<file path="config.mk">
export PLATFORM = sky130hd
export DESIGN_NAME = double_ended_queue
export DESIGN_NICKNAME = d
export VERILOG_FILES = /design/src/design/dq_pkg.sv /design/src/design/dq_datapath.sv /design/src/design/dq_controller.sv /design/src/design/double_ended_queue.sv
export SDC_FILE = /design/constraint.sdc
export NUM_CORES = 1
export LEC_CHECK = 0
export BUFFER_PORTS_ARGS = -buffer_cell sky130_fd_sc_hd__buf_2
export CORE_MARGIN = 3
export CORE_UTILIZATION = 55
export CTS_BUF_LIST = sky130_fd_sc_hd__clkbuf_8
export DETAILED_ROUTE_END_ITERATION = 10
export HOLD_SLACK_MARGIN = 0.08
export PLACE_DENSITY = 0.75
export SYNTH_ARGS = -nofsm -noshare
export SYNTH_HDL_FRONTEND = slang
export SYNTH_SLANG_ARGS = --single-unit
</file>
<file path="constraint.sdc">
create_clock -name clk -period 9.1 [get_ports clk]
set_clock_uncertainty 0.05 [all_clocks]
set_input_delay 0.455 -clock clk [delete_from_list [all_inputs] [get_ports clk]]
set_output_delay 0.455 -clock clk [all_outputs]
set_load 0.05 [all_outputs]
</file>
<file path="src/design/dq_pkg.sv">
// shared constants, codes and controller command type for the double-ended queue
package dq_pkg;

    localparam int DEPTH  = 16;
    localparam int DATA_W = 32;
    localparam int CMD_W  = 3;
    localparam int STAT_W = 2;
    localparam int IDX_W  = $clog2(DEPTH);
    localparam int CNT_W  = $clog2(DEPTH + 1);

    localparam logic [CNT_W-1:0] DEPTH_CNT = CNT_W'(DEPTH);
    localparam logic [CNT_W:0]   DEPTH_SUM = (CNT_W + 1)'(DEPTH);
    localparam logic [IDX_W-1:0] LAST_IDX  = IDX_W'(DEPTH - 1);

    localparam int IN_W  = ((CMD_W + DATA_W + 7) / 8) * 8;
    localparam int OUT_W = ((STAT_W + 2 * DATA_W + 1 + CNT_W + 7) / 8) * 8;

    typedef enum logic [CMD_W-1:0] {
        CMD_PUSH_FRONT = 3'd0,
        CMD_PUSH_BACK  = 3'd1,
        CMD_POP_FRONT  = 3'd2,
        CMD_POP_BACK   = 3'd3,
        CMD_CLEAR      = 3'd4,
        CMD_QUERY      = 3'd5
    } cmd_t;

    typedef enum logic [STAT_W-1:0] {
        ST_OK   = 2'd0,
        ST_NULL = 2'd1,
        ST_FULL = 2'd2
    } status_t;

    // commands from the controller to the datapath
    typedef struct packed {
        logic capture;
        logic execute;
        logic fetch;
        logic load;
    } dq_ctrl_t;

endpackage

</file>
<file path="src/design/dq_datapath.sv">
// ring store, head and count registers, and the result register
module dq_datapath (
    input  logic                      clk,
    input  logic                      rst_n,
    input  dq_pkg::dq_ctrl_t          ctrl,
    input  logic [dq_pkg::IN_W-1:0]   in_data,
    output logic [dq_pkg::OUT_W-1:0]  out_data
);

    logic [dq_pkg::CMD_W-1:0]  cmd_reg;
    logic [dq_pkg::DATA_W-1:0] word_reg;
    logic [dq_pkg::IDX_W-1:0]  head_reg, head_next;
    logic [dq_pkg::CNT_W-1:0]  count_reg, count_next;
    dq_pkg::status_t           status_reg, status_next;
    logic [dq_pkg::DATA_W-1:0] mem [dq_pkg::DEPTH];
    logic [dq_pkg::DATA_W-1:0] front_rd_reg, back_rd_reg;
    logic [dq_pkg::OUT_W-1:0]  out_reg, out_next;

    logic                      wr_en;
    logic [dq_pkg::IDX_W-1:0]  wr_addr;
    logic [dq_pkg::IDX_W-1:0]  head_dec;
    logic [dq_pkg::IDX_W-1:0]  tail_slot;
    logic [dq_pkg::IDX_W-1:0]  last_slot;
    logic [dq_pkg::CNT_W-1:0]  last_off;
    logic                      is_push;
    logic                      held;

    function automatic logic [dq_pkg::IDX_W-1:0] ring_wrap(input logic [dq_pkg::CNT_W:0] s);
        logic [dq_pkg::CNT_W:0] r;
        r = (s >= dq_pkg::DEPTH_SUM) ? s - dq_pkg::DEPTH_SUM : s;
        return r[dq_pkg::IDX_W-1:0];
    endfunction

    always_ff @(posedge clk)
    begin
        if (ctrl.capture)
        begin
            cmd_reg  <= in_data[dq_pkg::CMD_W-1:0];
            word_reg <= in_data[dq_pkg::CMD_W +: dq_pkg::DATA_W];
        end
    end

    assign head_dec  = (head_reg == '0) ? dq_pkg::LAST_IDX : head_reg - 1'b1;
    assign tail_slot = ring_wrap({1'b0, {(dq_pkg::CNT_W - dq_pkg::IDX_W){1'b0}}, head_reg}
                                 + {1'b0, count_reg});
    assign is_push   = (cmd_reg == dq_pkg::CMD_PUSH_FRONT) || (cmd_reg == dq_pkg::CMD_PUSH_BACK);

    always_comb
    begin
        head_next   = head_reg;
        count_next  = count_reg;
        status_next = dq_pkg::ST_OK;
        wr_en       = 1'b0;
        wr_addr     = tail_slot;
        case (cmd_reg)
            dq_pkg::CMD_PUSH_FRONT, dq_pkg::CMD_PUSH_BACK:
            begin
                // null data wins over full
                if (word_reg == '0)
                    status_next = dq_pkg::ST_NULL;
                else if (count_reg >= dq_pkg::DEPTH_CNT)
                    status_next = dq_pkg::ST_FULL;
                else
                begin
                    wr_en      = 1'b1;
                    count_next = count_reg + 1'b1;
                    if (cmd_reg == dq_pkg::CMD_PUSH_FRONT)
                    begin
                        head_next = head_dec;
                        wr_addr   = head_dec;
                    end
                end
            end
            dq_pkg::CMD_POP_FRONT:
            begin
                if (count_reg != '0)
                begin
                    head_next  = (head_reg == dq_pkg::LAST_IDX) ? '0 : head_reg + 1'b1;
                    count_next = count_reg - 1'b1;
                end
            end
            dq_pkg::CMD_POP_BACK:
            begin
                if (count_reg != '0)
                    count_next = count_reg - 1'b1;
            end
            dq_pkg::CMD_CLEAR:
            begin
                head_next  = '0;
                count_next = '0;
            end
            default:
            begin
                head_next = head_reg;
            end
        endcase
    end

    always_ff @(posedge clk or negedge rst_n)
    begin
        if (!rst_n)
        begin
            head_reg  <= '0;
            count_reg <= '0;
        end
        else if (ctrl.execute)
        begin
            head_reg  <= head_next;
            count_reg <= count_next;
        end
    end

    always_ff @(posedge clk)
    begin
        if (ctrl.execute)
            status_reg <= status_next;
    end

    always_ff @(posedge clk)
    begin
        if (ctrl.execute && wr_en && is_push)
            mem[wr_addr] <= word_reg;
    end

    assign held      = (count_reg != '0);
    assign last_off  = held ? count_reg - 1'b1 : '0;
    assign last_slot = ring_wrap({1'b0, {(dq_pkg::CNT_W - dq_pkg::IDX_W){1'b0}}, head_reg}
                                 + {1'b0, last_off});

    // two read ports, data registered
    always_ff @(posedge clk)
    begin
        if (ctrl.fetch)
        begin
            front_rd_reg <= mem[head_reg];
            back_rd_reg  <= mem[last_slot];
        end
    end

    always_comb
    begin
        out_next = '0;
        out_next[dq_pkg::STAT_W-1:0] = status_reg;
        out_next[dq_pkg::STAT_W +: dq_pkg::DATA_W] = held ? front_rd_reg : '0;
        out_next[dq_pkg::STAT_W + dq_pkg::DATA_W +: dq_pkg::DATA_W] =
            held ? back_rd_reg : '0;
        out_next[dq_pkg::STAT_W + 2 * dq_pkg::DATA_W] = !held;
        out_next[dq_pkg::STAT_W + 2 * dq_pkg::DATA_W + 1 +: dq_pkg::CNT_W] = count_reg;
    end

    always_ff @(posedge clk)
    begin
        if (ctrl.load)
            out_reg <= out_next;
    end

    assign out_data = out_reg;

    a_count_bound: assert property (@(posedge clk) disable iff (!rst_n)
        count_reg <= dq_pkg::DEPTH_CNT)
        else $error("fill count beyond depth");

    a_head_bound: assert property (@(posedge clk) disable iff (!rst_n)
        head_reg <= dq_pkg::LAST_IDX)
        else $error("head index beyond depth");

    a_full_hold: assert property (@(posedge clk) disable iff (!rst_n)
        ctrl.execute && status_next == dq_pkg::ST_FULL |=> $stable(count_reg))
        else $error("rejected push changed the count");

endmodule

</file>
<file path="src/design/dq_controller.sv">
// sequencing state machine for the double-ended queue
module dq_controller (
    input  logic              clk,
    input  logic              rst_n,
    input  logic              s_tvalid,
    output logic              s_tready,
    output logic              m_tvalid,
    input  logic              m_tready,
    output dq_pkg::dq_ctrl_t  ctrl
);

    typedef enum logic [1:0] {
        S_IDLE,
        S_EXEC,
        S_FETCH,
        S_DONE
    } state_t;

    state_t state_reg, state_next;
    logic   m_tvalid_reg, m_tvalid_next;
    logic   out_free;

    assign out_free = !m_tvalid_reg || m_tready;

    always_comb
    begin
        state_next    = state_reg;
        ctrl          = '0;
        m_tvalid_next = m_tvalid_reg && !m_tready;
        case (state_reg)
            S_IDLE:
            begin
                if (s_tvalid)
                begin
                    ctrl.capture = 1'b1;
                    state_next   = S_EXEC;
                end
            end
            S_EXEC:
            begin
                ctrl.execute = 1'b1;
                state_next   = S_FETCH;
            end
            S_FETCH:
            begin
                ctrl.fetch = 1'b1;
                state_next = S_DONE;
            end
            S_DONE:
            begin
                // wait here while the previous result is still unclaimed
                if (out_free)
                begin
                    ctrl.load     = 1'b1;
                    m_tvalid_next = 1'b1;
                    state_next    = S_IDLE;
                end
            end
            default:
            begin
                state_next = S_IDLE;
            end
        endcase
    end

    always_ff @(posedge clk or negedge rst_n)
    begin
        if (!rst_n)
        begin
            state_reg    <= S_IDLE;
            m_tvalid_reg <= 1'b0;
        end
        else
        begin
            state_reg    <= state_next;
            m_tvalid_reg <= m_tvalid_next;
        end
    end

    assign s_tready = (state_reg == S_IDLE);
    assign m_tvalid = m_tvalid_reg;

    a_accept_exec: assert property (@(posedge clk) disable iff (!rst_n)
        s_tvalid && s_tready |=> state_reg == S_EXEC)
        else $error("transfer in not followed by execute");

    a_load_valid: assert property (@(posedge clk) disable iff (!rst_n)
        ctrl.load |=> m_tvalid)
        else $error("result loaded but not offered");

    a_no_overwrite: assert property (@(posedge clk) disable iff (!rst_n)
        ctrl.load |-> !m_tvalid || m_tready)
        else $error("pending result overwritten");

endmodule

</file>
<file path="src/design/double_ended_queue.sv">
// top level of the double-ended queue: controller and datapath
// an input transfer passes capture, update and write, two-port store read and result load in turn
//   before the result is offered on the master side; the result load waits while the master side
//   stalls the result register, and a new transfer is accepted only once the result is loaded
// a new input transfer is taken while the previous result still waits in the output register
// reset: asynchronous active-low, empties the queue (head 0, count 0); store contents not cleared
module double_ended_queue (
    input  logic                      clk,
    input  logic                      rst_n,
    input  logic                      s_tvalid,
    output logic                      s_tready,
    input  logic [dq_pkg::IN_W-1:0]   s_tdata,  // command[2:0], data_value[34:3], zero pad
    output logic                      m_tvalid,
    input  logic                      m_tready,
    output logic [dq_pkg::OUT_W-1:0]  m_tdata   // status[1:0], front_value[33:2],
                                                // back_value[65:34], is_empty[66],
                                                // entry_count[71:67]
);

    dq_pkg::dq_ctrl_t ctrl;

    dq_controller u_ctrl (
        .clk      (clk),
        .rst_n    (rst_n),
        .s_tvalid (s_tvalid),
        .s_tready (s_tready),
        .m_tvalid (m_tvalid),
        .m_tready (m_tready),
        .ctrl     (ctrl)
    );

    dq_datapath u_dp (
        .clk      (clk),
        .rst_n    (rst_n),
        .ctrl     (ctrl),
        .in_data  (s_tdata),
        .out_data (m_tdata)
    );

endmodule
</file>
==> key figures <==
CTS
  – Setup bufs post-CTS: 0
  – TritonCTS clock tree: built
  – H-tree Lvls: 3
  – CTS buffer count: 109
  – Clock Path Buffers: 3
  – Worst-Skew Late Latency: 700 ps
  – Clock Tree Root: clkbuf_8
  – Clock Pin Slew Worst Setup and Hold Paths: about 70 ps
  – Clk sink count: between 600 and 700

Synthesis
  – Top FF cell, synth: edfxtp_1
  – Avg Cell Area, Syn: ~20 sq um
  – Sequential fraction of the synthesis area: 0.685
  – Post-synth EDFFs: ~690
  – Most frequent cell after synthesis: edfxtp_1
  – Syn nets: 1620
  – Synthesized area: just over 30000 sq um
  – Flops & latches, synth: 697
  – Post-Synthesis Cells: around 1600
  – Yosys top cell area share: 0.675
  – Post-synth top area cell: edfxtp_1
  – Asr flop ratio synth: 0.0172
  – Synth warn: 0
  – Post-synth cell types: 56
  – Post-synth top cells: edfxtp_1 (685), mux4_2 (222), mux2i_1 (134)
  – Top post-synthesis cells by area: edfxtp_1 (68%), mux4_2 (16%), mux2i_1 (4.4%)

Layout
  – Top reg by flops: u_dp.mem
  – Non-Filler Instances: about 2600
  – Final net count: between 1500 and 2000
  – Layout cell share with drive strength beyond 1: 0.305
  – Area growth syn-to-layout: 13.1%
  – Core Util, Final: 0.634
  – Max reg flops: around 500
  – N_diodes: 0

Worst setup path
  – WS Path Type: register to register
  – Reg-to-reg startpoint: u_dp.count_reg[1]
  – Worst-path fanout max: between 60 and 70
  – CP Data Arrival Time: 5750 ps
  – CP Capture Type: register
  – CP Launch Type: register
  – Worst Path Required: 9470 ps
  – Setup crit start: u_dp.count_reg[1]

Routing
  – Vias: ~17000
  – Avg WL per Cell: ~28 microns
  – ANT nets after route: 0
  – Drt initial violations: between 1500 and 2000
  – Residual DRC: 0
  – First-pass DRT Iterations: 6
  – WL final: roughly 73 mm
  – Vias/cell: roughly 6.5

GRT
  – Global-route wire length before repair: 109 mm
  – Tot GR Track Use: 0.257
  – Vias in the first global route: 17300
  – Layer with the highest usage: met2
  – Met1 Use GR: 0.345
  – Initial antenna violation count: 0
  – Met3 GRT Util: 0.0680
  – GR Overflow Total: 0
  – GRT met2 Usage: 0.409
  – Largest net degree at the start of global routing: 112

Floorplanning
  – Die height: around 240 microns
  – Core box area: between 50000 and 60000 sq um
  – Site Rows: 85
  – IO Pins: 118
  – Die ar.: just under 60000 sq um
  – Initial Util: 0.560
  – Die Wd: about 240 microns

Placed design
  – GP Congestion: a little over 0.8
  – Number of port buffers: about 110
  – Final HPWL DP: between 30 and 40 mm
  – # placed instances: around 2300

Worst hold path
  – Hold crit path type: input pin to async pin

Timing
  – RSZ-0062 raised after global routing: false
  – Pins over their slew limit: 0
  – Hold Worst Slack: approximately 130 ps
  – Max_slew headroom: 0.228
  – Final Hold Vio Count: 0
  – Final setup fails: 0
  – Pin slew with the least headroom to its limit: around 1200 ps
  – FMAX: between 150 and 200 MHz
  – Min cycle time layout: approximately 5400 ps
  – Final period util: 0.591
  – Setup TNS Final: 0 ps

Flow run
  – MaxCap Viol Count: 0

Run status
  – Outcome: complete, no violations
==> per-stage QoR <==
step           area [sq um]  setup WS [ps]
2_1_floorplan         30500           3550
3_3_place_gp          32000           3870
4_1_cts               34400           3740
3_5_place_dp          32000           3780
6_report              34400           3720
5_1_grt               34400           3510
==> per-layer routing <==
layer	up-vias	routed length [microns]
li1	7017	-
met2	947	35400
met5	-	0
met3	185	7470
met4	0	2620
met1	8651	27700
==> layout make-up <==
| cell class | instances | area, sq um |
|---|---|---|
| Clock buffer | 113 | 1560 |
| Clock inverter | 87 | 529 |
| Fill cell | 3677 | 19900 |
| Inverter | 13 | 48.8 |
| Multi-Input combinational cell | 747 | 9250 |
| Sequential cell | 697 | 20900 |
| Tap cell | 739 | 925 |
| Timing Repair Buffer | 189 | 1260 |
==> critical path: stages, from the launching register on <==
cell and delay [ps]:
dfrtp_1 470, inv_1 180, ha_1 180, nor4b_4 210, buf_4 450, nor2_1 130, ha_4 190, fa_4 1550
buf_4 660, mux4_2 410, mux4_2 490
==> cells by family after synthesis <==
kind of cell,count (synthesis),share of synthesized area
AO/OA/AOI/OAI,172,0.0414
multiplexers,365,0.212
XOR/XNOR,12,0.00431
buffers and inverters,115,0.0163
AND/OR/NAND/NOR,181,0.0328
adder cells (fa/ha/maj),17,0.00748
flip-flops,697,0.685
==> final timing paths <==
path	cells after the start	to	slack [ps]
max	10	u_dp.back_rd_reg[9]	3720
min	2	u_dp.count_reg[1]	130
max reg2reg	10	u_dp.back_rd_reg[9]	3720
min reg2reg	0	u_dp.out_data[0]	370
max in group asynchronous	2	u_dp.head_reg[1]	8590
min in group clk	5	u_ctrl.state_reg[1]	170
==> cells in the final DEF (no fill, tap or decap), drive strengths merged, types with 14 or more instances in the layout <==
cell type,n
a22oi,32
nor4,25
ha,15
o21ai,37
edfxtp,685
nor2,21
mux2i,134
a221oi,64
a21oi,14
buf,152
nor2b,65
dlygate4sd3,37
clkbuf,113
mux4,224
clkinv,58
nand2,41
inv,34
==> repair_timing <==
item / in CTS / in global routing
gates resized for setup: 0 / 0
hold buffers: 37 / 0
hold endpoints to repair: 48 / 0
Power is not shown: default switching activity piles up to over one toggle a cycle in this logic, so the estimate is an artifact.
